[config.mk]
export PLATFORM = sky130hd
export DESIGN_NAME = button_press_long_press_detector
export DESIGN_NICKNAME = d
export VERILOG_FILES = /design/src/design/bplpd_pkg.sv /design/src/design/button_press_long_press_detector.sv /design/src/design/bplpd_lane.sv /design/src/design/bplpd_merge.sv
export VERILOG_INCLUDE_DIRS = /design/src /design/src/design
export SDC_FILE = /design/constraint.sdc
export NUM_CORES = 1
export LEC_CHECK = 0
export BUFFER_PORTS_ARGS = -buffer_cell sky130_fd_sc_hd__buf_2
export CORE_ASPECT_RATIO = 1.25
export CORE_MARGIN = 2
export CORE_UTILIZATION = 61
export CTS_CLUSTER_DIAMETER = 120
export CTS_CLUSTER_SIZE = 20
export DETAILED_ROUTE_END_ITERATION = 8
export GPL_ROUTABILITY_DRIVEN = 1
export PLACE_DENSITY = 0.86
export RECOVER_POWER = 25
export SYNTH_ARGS = -nofsm -noshare
export SYNTH_HDL_FRONTEND = slang
export SYNTH_SLANG_ARGS = --single-unit
[constraint.sdc]
create_clock -name clk -period 6.2 [get_ports clk]
set_input_delay 0.62 -clock clk [delete_from_list [all_inputs] [get_ports clk]]
set_output_delay 0.62 -clock clk [all_outputs]
set_load 0.05 [all_outputs]
[src/design/button_press_long_press_detector_assert.svh]
// ----------------------------------------------------------------------------
// Button press detector assertion macros
// Shared property forms for the detector's concurrent checks.
// ----------------------------------------------------------------------------
`ifndef BUTTON_PRESS_LONG_PRESS_DETECTOR_ASSERT_SVH
`define BUTTON_PRESS_LONG_PRESS_DETECTOR_ASSERT_SVH

// Consequent must hold in the same cycle as the antecedent.
`define BPLPD_ASSERT_NOW(label, ante, cons, msg) \
	label: assert property (@(posedge clk) disable iff (!arst_n) (ante) |-> (cons)) \
		else $error(msg);

// Consequent must hold in the cycle after the antecedent.
`define BPLPD_ASSERT_NEXT(label, ante, cons, msg) \
	label: assert property (@(posedge clk) disable iff (!arst_n) (ante) |=> (cons)) \
		else $error(msg);

`endif

[src/design/bplpd_pkg.sv]
// ----------------------------------------------------------------------------
// Button press detector package
// Event codes, field widths and the lane/merge post records.
// ----------------------------------------------------------------------------
package bplpd_pkg;

	localparam int LEVEL_W  = 3;   // width of the button level field
	localparam int BTN_W    = 2;   // width of the reported button index
	localparam int EV_W     = 2;   // width of the event code
	localparam int THRESH_W = 32;  // width of the long-press threshold
	localparam int TICK_IN_W = 32; // width of the tick field

	localparam logic [THRESH_W-1:0] THRESH_RESET = 32'd1000;

	localparam logic [EV_W-1:0] EV_PRESS        = 2'd0;
	localparam logic [EV_W-1:0] EV_SHORT        = 2'd1;
	localparam logic [EV_W-1:0] EV_LONG         = 2'd2;
	localparam logic [EV_W-1:0] EV_RELEASE_LONG = 2'd3;

	// One lane's outcome for the current poll.
	typedef struct packed {
		logic            post;
		logic [EV_W-1:0] ev;
	} lane_post_t;

	// Winning event after the merge.
	typedef struct packed {
		logic             hit;
		logic [BTN_W-1:0] button;
		logic [EV_W-1:0]  ev;
	} merge_post_t;

endpackage

[src/design/button_press_long_press_detector.sv]
// ----------------------------------------------------------------------------
// Button press / long press detector
// Per-button press, click and long-press detection with a one-slot mailbox.
// ----------------------------------------------------------------------------
// Every request on the slave side returns exactly one result on the master
// side. A poll request (tuser = 0) carries the button levels and the current
// tick; each button lane compares its elapsed hold time with the long-press
// threshold in parallel, and the merge stage posts the highest-index event to
// the mailbox. The result is the mailbox after the poll. A read request
// (tuser = 1) returns the mailbox and empties it. A request is taken in the
// same cycle it is offered whenever the output register is empty or being drained,
// so the block sustains one request per clock; the only latency is the single
// output register. The threshold is to be written by the user through cfg_we
// and cfg_wdata only while no request is in flight; the block does not enforce it.
// ----------------------------------------------------------------------------
module button_press_long_press_detector import bplpd_pkg::*; #(
	parameter int BUTTON_COUNT = 3,
	parameter int TICK_WIDTH   = 32
) (
	input  logic                clk,
	input  logic                arst_n,
	// request channel
	input  logic                s_tvalid,
	output logic                s_tready,
	input  logic [39:0]         s_tdata,  // [2:0] button_levels, [34:3] tick_now, rest zero
	input  logic                s_tuser,  // [0] mode
	// result channel
	output logic                m_tvalid,
	input  logic                m_tready,
	output logic [7:0]          m_tdata,  // [0] msg_valid, [2:1] msg_button,
	                                      // [4:3] msg_event, rest zero
	// threshold register
	input  logic                cfg_we,
	input  logic [THRESH_W-1:0] cfg_wdata
);

	logic                  accept;
	logic                  is_read;
	logic                  poll_en;
	logic [LEVEL_W-1:0]    levels;
	logic [TICK_WIDTH-1:0] now;

	logic [THRESH_W-1:0]   thresh_q;

	// mailbox
	logic                  mbox_valid_q;
	logic [BTN_W-1:0]      mbox_button_q;
	logic [EV_W-1:0]       mbox_event_q;

	// output register
	logic                  out_valid_q;
	logic [7:0]            out_data_q;

	lane_post_t            lane_res [BUTTON_COUNT];
	merge_post_t           win;

	// Unpack the request; the tick is folded into the counter width.
	assign levels  = s_tdata[LEVEL_W-1:0];
	assign now     = TICK_WIDTH'(s_tdata[LEVEL_W +: TICK_IN_W]);
	assign is_read = s_tuser;

	// Take a new request whenever the result slot is free or draining.
	assign s_tready = !out_valid_q || m_tready;
	assign accept   = s_tvalid && s_tready;
	assign poll_en  = accept && !is_read;

	// Threshold register.
	always_ff @(posedge clk or negedge arst_n) begin
		if (!arst_n) begin
			thresh_q <= THRESH_RESET;
		end else if (cfg_we) begin
			thresh_q <= cfg_wdata;
		end
	end

	// One lane per button; buttons past the level field never read as pressed.
	for (genvar gi = 0; gi < BUTTON_COUNT; gi++) begin : g_lane
		logic pressed;
		if (gi < LEVEL_W) begin : g_lvl
			assign pressed = levels[gi];
		end else begin : g_none
			assign pressed = 1'b0;
		end

		bplpd_lane #(
			.TICK_WIDTH(TICK_WIDTH)
		) u_lane (
			.clk    (clk),
			.arst_n (arst_n),
			.poll_en(poll_en),
			.pressed(pressed),
			.now    (now),
			.thresh (thresh_q),
			.result (lane_res[gi])
		);
	end

	// Highest button index wins within one poll.
	bplpd_merge #(
		.BUTTON_COUNT(BUTTON_COUNT)
	) u_merge (
		.lanes(lane_res),
		.win  (win)
	);

	// Mailbox: clear on read, overwrite on any posted event.
	always_ff @(posedge clk or negedge arst_n) begin
		if (!arst_n) begin
			mbox_valid_q  <= 1'b0;
			mbox_button_q <= '0;
			mbox_event_q  <= EV_PRESS;
		end else if (accept) begin
			if (is_read) begin
				mbox_valid_q  <= 1'b0;
				mbox_button_q <= '0;
				mbox_event_q  <= EV_PRESS;
			end else if (win.hit) begin
				mbox_valid_q  <= 1'b1;
				mbox_button_q <= win.button;
				mbox_event_q  <= win.ev;
			end
		end
	end

	// Result register: a read reports the mailbox before clearing, a poll
	// reports it after the update.
	always_ff @(posedge clk or negedge arst_n) begin
		if (!arst_n) begin
			out_valid_q <= 1'b0;
		end else if (accept) begin
			out_valid_q <= 1'b1;
		end else if (m_tready) begin
			out_valid_q <= 1'b0;
		end
	end

	always_ff @(posedge clk) begin
		if (accept) begin
			if (is_read || !win.hit) begin
				out_data_q <= {3'b000, mbox_event_q, mbox_button_q, mbox_valid_q};
			end else begin
				out_data_q <= {3'b000, win.ev, win.button, 1'b1};
			end
		end
	end

	assign m_tvalid = out_valid_q;
	assign m_tdata  = out_data_q;

	`include "button_press_long_press_detector_assert.svh"

	// A read always leaves the mailbox empty.
	`BPLPD_ASSERT_NEXT(a_read_clears, accept && is_read, !mbox_valid_q, "mailbox not cleared by read")
	// Any posting lane in a poll fills the mailbox.
	`BPLPD_ASSERT_NEXT(a_post_fills, poll_en && win.hit, mbox_valid_q, "posted event lost")
	// A stalled result blocks new requests.
	`BPLPD_ASSERT_NOW(a_no_overrun, out_valid_q && !m_tready, !s_tready, "result overrun")
	// An empty mailbox reports all-zero fields.
	`BPLPD_ASSERT_NOW(a_empty_zero, !mbox_valid_q, mbox_button_q == '0 && mbox_event_q == EV_PRESS, "stale mailbox fields")

endmodule

[src/design/bplpd_lane.sv]
// ----------------------------------------------------------------------------
// Button press detector lane
// Per-button state: last level, long-press flag and start tick.
// ----------------------------------------------------------------------------
module bplpd_lane import bplpd_pkg::*; #(
	parameter int TICK_WIDTH = 32
) (
	input  logic                  clk,
	input  logic                  arst_n,
	input  logic                  poll_en,
	input  logic                  pressed,
	input  logic [TICK_WIDTH-1:0] now,
	input  logic [THRESH_W-1:0]   thresh,
	output lane_post_t            result
);

	localparam int CMP_W = (TICK_WIDTH > THRESH_W) ? TICK_WIDTH : THRESH_W;

	logic                  released_q;
	logic                  long_q;
	logic [TICK_WIDTH-1:0] start_q;
	logic [TICK_WIDTH-1:0] elapsed;
	logic                  over;

	assign elapsed = now - start_q;
	assign over    = CMP_W'(elapsed) > CMP_W'(thresh);

	always_comb begin
		result.post = 1'b0;
		result.ev   = EV_PRESS;
		if (!pressed) begin
			if (!released_q) begin
				result.post = 1'b1;
				result.ev   = long_q ? EV_RELEASE_LONG : EV_SHORT;
			end
		end else begin
			if (!long_q && over) begin
				result.post = 1'b1;
				result.ev   = EV_LONG;
			end else if (released_q) begin
				result.post = 1'b1;
				result.ev   = EV_PRESS;
			end
		end
	end

	always_ff @(posedge clk or negedge arst_n) begin
		if (!arst_n) begin
			released_q <= 1'b1;
			long_q     <= 1'b0;
			start_q    <= '0;
		end else if (poll_en) begin
			if (!pressed) begin
				released_q <= 1'b1;
				long_q     <= 1'b0;
				start_q    <= now;
			end else begin
				released_q <= 1'b0;
				if (over) begin
					long_q <= 1'b1;
				end
			end
		end
	end

endmodule

[src/design/bplpd_merge.sv]
// ----------------------------------------------------------------------------
// Button press detector merge
// Pick the highest-index lane that posted an event in this poll.
// ----------------------------------------------------------------------------
module bplpd_merge import bplpd_pkg::*; #(
	parameter int BUTTON_COUNT = 3
) (
	input  lane_post_t  lanes [BUTTON_COUNT],
	output merge_post_t win
);

	always_comb begin
		win = '0;
		for (int i = 0; i < BUTTON_COUNT; i++) begin
			if (lanes[i].post) begin
				win.hit    = 1'b1;
				win.button = BTN_W'(i);
				win.ev     = lanes[i].ev;
			end
		end
	end

endmodule

**After elaboration in Yosys (flattened, before gate mapping)**

Index checks and enable logic that the tools add are counted.

- $add $sub $neg: 3
- $lt $le $gt $ge: 3
- Eq/ne operators: 3
- Mux-type cells: 36
- Bitwise logic cells: 3
- Reductions and logical operators: 22

Operators by type and width:

| kind | count |
|---|---|
| $gt 32x32->1 | 3 |
| $sub 32x32->32 | 3 |
| $mux 3 | 12 |
| $mux 5 | 4 |
| $mux 2 | 7 |
| $reduce_and 2->1 | 7 |
| $mux 1 | 13 |
| $logic_not 1->1 | 6 |
| $ne 2x1->1 const B | 3 |
| $logic_and 1x1->1 | 5 |
| $reduce_bool 2->1 | 2 |
| $not 1->1 | 3 |
| $logic_or 1x1->1 | 2 |

- Register bits after elaboration: 148
- Input port bits: 78
- Output and inout bits: 10
- Word-level logic and storage cells: 86

**Logic depth before layout (Yosys ltp)**

- Word-level depth: 11
- Depth in mapped cells: 25
- Gate-level depth less buffers: 25

**Modules after synthesis**

Synthesis repeated with hierarchy kept, for this count alone.

- Cell total of the unflattened synthesis: 1607
- Area, all modules: 13404.1 sq um

By module, submodules not included:

| module | instances | cells an instance | area an instance (sq um) | seq. area each (sq um) |
|---|---|---|---|---|
| bplpd_lane (g_lane[0].u_lane) | 1 | 497 | 3925.0 | 852.1 |
| bplpd_lane (g_lane[2].u_lane) | 1 | 496 | 3817.4 | 852.1 |
| bplpd_lane (g_lane[1].u_lane) | 1 | 483 | 3726.1 | 852.1 |
| button_press_long_press_detector | 1 | 120 | 1868.0 | 1108.6 |
| bplpd_merge | 1 | 11 | 67.6 | 0.0 |

**Least setup slack after synthesis**

No wires, ideal clock.

- Path kind: input port to flip-flop
- Start point: input s_tdata[3]
- End point: register out_data_q[0] (netlist: m_tdata[0]) (data pin)
- Library setup time: 0.262 ns
- Data arrival time: 5.297 ns
- Data required time: 5.938 ns
- Path slack: 0.641 ns
- Stages: 25
- Buffers on the path: 0
- Path through: inv_1 -> ha_1 -> inv_1 -> fa_1 -> a21o_1 -> a21oi_1 -> nor2b_1 -> o21a_1 -> o211ai_1 -> a31oi_1 -> o21ai_1 -> a21oi_4 -> mux2i_1 -> or4_1 -> ha_1 -> nand4_1 -> nor4_1 -> and3_1 -> nor2_1 -> o31ai_1 -> a31oi_1 -> a2111oi_2 -> o21ai_1 -> nor2b_1 -> or2_2

- Word-level cells in the longest chain between the ends: 10
- Elaborated cells between the ends (all ways): 20
- Those cells by class: add/sub (3); order compare (3); mux (9); reduce/logical (5)

RTL lines:

| element | RTL line | source |
|---|---|---|
| start: declaration | button_press_long_press_detector.sv:25 | `input logic [39:0] s_tdata,` |
| $sub 32x32->32 | bplpd_lane.sv:25 | `assign elapsed = now - start_q;` |
| $gt 32x32->1 | bplpd_lane.sv:26 | `assign over = CMP_W'(elapsed) > CMP_W'(thresh);` |
| $logic_and 1x1->1 | bplpd_lane.sv:37 | `if (!long_q && over) begin` |
| $mux 3 | bplpd_lane.sv:37 |  |
| $mux 3 | bplpd_lane.sv:31 | `if (!pressed) begin` |
| $mux 5 (2 in a row) | bplpd_merge.sv:15 | `if (lanes[i].post) begin` |
| $mux 5 (*) | bplpd_merge.sv:15 |  |
| $logic_not 1->1 (*) | button_press_long_press_detector.sv:139 | `if (is_read \|\| !win.hit) begin` |
| $logic_or 1x1->1 (*) | button_press_long_press_detector.sv:139 |  |
| end signal: assignment | button_press_long_press_detector.sv:140 | `out_data_q <= {3'b000, mbox_event_q, mbox_button_q, mbox_valid_q};` |
| end signal: assignment | button_press_long_press_detector.sv:142 | `out_data_q <= {3'b000, win.ev, win.button, 1'b1};` |
| end: declaration | button_press_long_press_detector.sv:52 | `logic [7:0] out_data_q;` |

Mark *: on every way between the ends. The rest lies on a longest branch, timed or not.
A chain may end at the register's enable or synchronous reset.

**Final worst setup path**

- Start point: input s_tdata[3]
- End point: register out_data_q[3] (netlist: m_tdata[3]) (data pin)

- Word-level cells in the longest chain between the ends: 11
- Elaborated cells between the ends (all ways): 21
- Those cells by class: add/sub (3); order compare (3); mux (10); reduce/logical (5)

RTL lines:

| element | RTL line |
|---|---|
| $sub 32x32->32 | bplpd_lane.sv:25 |
| $gt 32x32->1 | bplpd_lane.sv:26 |
| $logic_and 1x1->1 | bplpd_lane.sv:37 |
| $mux 3 | bplpd_lane.sv:37 |
| $mux 3 | bplpd_lane.sv:31 |
| $mux 5 (2 in a row) | bplpd_merge.sv:15 |
| $mux 5 (*) | bplpd_merge.sv:15 |
| $logic_not 1->1 | button_press_long_press_detector.sv:139 |
| $logic_or 1x1->1 | button_press_long_press_detector.sv:139 |
| $mux 5 (*) | button_press_long_press_detector.sv:139 |

Marked as above.

==> reports/summary.txt <==
Status = complete, but fails checks
Failing checks = capacitance limit, slew limit
CP Launch Point = s_tdata[3]
Ys async rst share = 96.6%
First-pass GRT wire length = 53,400 um
H-Tree Level Count = 4
Diodes inserted = 0
DRC = 0
Slowest cell on crit path = a2111o_1
Commonest non-fill, non-tap cell in the layout = ha_1
CTS Root Cell = clkbuf_16
GPL Wtd Cong = 0.892
CP startpoint kind = primary input
Fin crit share = 94.4%
Die area = 21,600 um^2
Top cell type by total area after synthesis = dfrtp_1
Overall Power = 4.99 mW
Post-Synthesis Cell Area = 12,400 um^2
Seq cells post-synth = 145
WP buf/inv = 4
Reg-to-reg startpoint = g_lane[0].u_lane.start_q[0]
Clk_lat worst skew = 0.44 ns
Crit path max-delay family = compound AO/OA/AOI/OAI gates
Final ANT Viol Nets = 0
Static leakage = 6.69 nW
Area grow syn2layout = 11.6%
Vias in the first global route = 11,243
Starting Density = 61.9%
Worst VDD drop = 0.221 mV
Pwr dens = 359 nW/um^2
Reg clk slew, reported paths = 0.07 ns
Post-Place Worst Slack = -0.109 ns
CP Class = in2reg
Grt ovf = 0
Row cnt = 58
Final hold vios = 0
Via Count = 11,192
Top post-synthesis cells by area = dfrtp_1 (26%), ha_1 (19%), o21ai_0 (6.8%)
Post-synth EDFFs = 5
CP endpoint kind = register
Critical Path AT = 6.04 ns
Syn avg cell area = 8.46 um^2
Sequential element share of the synthesized area = 29.4%
Final min period = 5.85 ns
Placed cell area = 13,300 um^2
Met1 Track Usage GR = 35.5%
Drt first pass iters = 8
Critical path peak fanout = 4
DP Wirelength = 24,200 um
Initial antenna violation count = 0
Tightest Hold Check Type = in2reg
Register-to-register setup slack = 0.43 ns
Crit path required time = 6.39 ns
Final wirelength = 32,200 um
Synth warn = 0
Inst Count DP = 1,815
Post-route insts no fill = 1,847
Synth Instances = 1,471
Max-Cap Viols = 2
WHS = 0.381 ns
CP max stage delay = 0.43 ns
CTS Buf Count = 17
Post-detailed-route wirelength per cell = 17.4 um
Post-synth top area share = 26.3%
Die Span Y = 164 um
Slew headroom = -178%
GR peak layer = met2
Final Instance Area = 13,900 um^2
Most frequent cells in the layout = ha_1 (189), o21ai_0 (170), nand2_1 (161), inv_1 (147), dfrtp_1 (131)
Floorplan core area = 20,100 um^2
Final setup violation count = 0
Die W = 132 um
TritonCTS clock tree = yes
Fraction of layout cells with a size suffix above 1 = 11.7%
Post-synthesis cell type count = 77
Core Util, Final = 69.1%
Pin count of the biggest net entering global routing = 74
Worst-Margin Slew = 4.16 ns
Port Buffer Count = 79
# nets final = 1,834
RSZ-0062 raised after global routing = false
CTS Sinks = 145
F_max = 0.171 GHz
DRT iter0 DRCs = 753
Max Slew Vio Count = 138
Met2 Usage GRT = 54.6%
Met3 Use GR = 5.09%
I/O pin cnt = 88
Setup TNS = 0 ns
All-layer global routing usage = 30.8%
Final worst setup slack = 0.350 ns
Worst clock skew = 0.0105 ns
Max clock buf depth = 2
Hold_sp = cfg_wdata[26]
DR vias/cell = 6.06
Post-synth top flop = dfrtp_1
state kept, by name, summed over array words and instances, names as in the netlist:
| signal | cells |
|---|---|
| mbox_button_q | 2 |
| thresh_q | 32 |
| g_lane.u_lane.released_q | 3 |
| g_lane.u_lane.start_q | 96 |
| m_tvalid | 1 |
| mbox_event_q | 2 |
| mbox_valid_q | 1 |
| g_lane.u_lane.long_q | 3 |
| m_tdata | 5 |
cells by family (layout without fill, tap and decap cells):
logic type | Yosys count | count (layout) | share of synthesized area [%]
adders and majority gates | 192 | 192 | 19.5
buffers and inverters | 185 | 289 | 5.67
muxes | 12 | 12 | 1.07
xor gates and xnor gates | 84 | 84 | 5.91
AOI/OAI and AO/OA | 479 | 479 | 23.9
and+or+nand+nor | 373 | 373 | 14.5
other | 1 | 3 | 0.0301
DFF | 145 | 145 | 29.4
path summary, 6_finish.rpt:
kind                                                end  depth (start not counted)
setup / recovery                             m_tdata[3]                         25
hold / removal                             thresh_q[26]                          3
setup reg to reg                             m_tdata[3]                         23
hold reg to reg                         mbox_event_q[1]                          1
max in group asynchronous  g_lane[1].u_lane.start_q[21]                          2
min in group asynchronous   g_lane[0].u_lane.start_q[6]                          1
what timing repair did:
action	CTS	global route
setup endpoints to repair	0	2
hold buffers	0	0
gates resized for setup	0	1
buffers inserted	0	0
cells in the mapped netlist, types with 9 or more instances:
| library cell | count |
|---|---|
| nand2b_1 | 15 |
| o21bai_1 | 9 |
| nor3_1 | 14 |
| nand4_1 | 25 |
| a31oi_1 | 11 |
| a21o_1 | 69 |
| and3_1 | 10 |
| dfstp_2 | 9 |
| nor2_1 | 54 |
| nor2b_1 | 28 |
| clkbuf_1 | 34 |
| mux2_2 | 10 |
| dfrtp_1 | 131 |
| nand3_1 | 20 |
| inv_1 | 147 |
| nand2_1 | 161 |
| o21ai_0 | 170 |
| xnor2_1 | 59 |
| o21a_1 | 30 |
| ha_1 | 189 |
| xor2_1 | 25 |
| a21oi_1 | 105 |
per-layer routing:
| metal | part of all wire [%] | vias to the layer above |
|---|---|---|
| li1 | - | 5404 |
| met4 | 5.3 | 0 |
| met1 | 40 | 5274 |
| met2 | 49 | 400 |
| met5 | 0 | - |
| met3 | 5.3 | 114 |
tightest hold or removal path, delay by kind of cell:
| family | cells | cell delay, ns |
|---|---|---|
| AO/OA/AOI/OAI | 1 | 0.05 |
| buffers and inverters | 1 | 0.07 |
| AND/OR/NAND/NOR | 1 | 0.04 |
power by group:
| part | internal, mW | switching (mW) | leakage, nW |
|---|---|---|---|
| logic | 1.16 | 1.54 | 4.66 |
| registers | 1.13 | 0.0627 | 1.74 |
| clock network | 0.644 | 0.445 | 0.295 |
| total | 2.94 | 2.05 | 6.69 |
layout make-up:
type,count,area (um^2)
clock inverter,13,160
clock buffer,19,443
sequential,145,3660
timing repair buffer,110,626
inverter,147,552
tap,270,338
multi-input combinational,1143,8120
fill,1569,6200
Power figures use the tool's default switching activity.
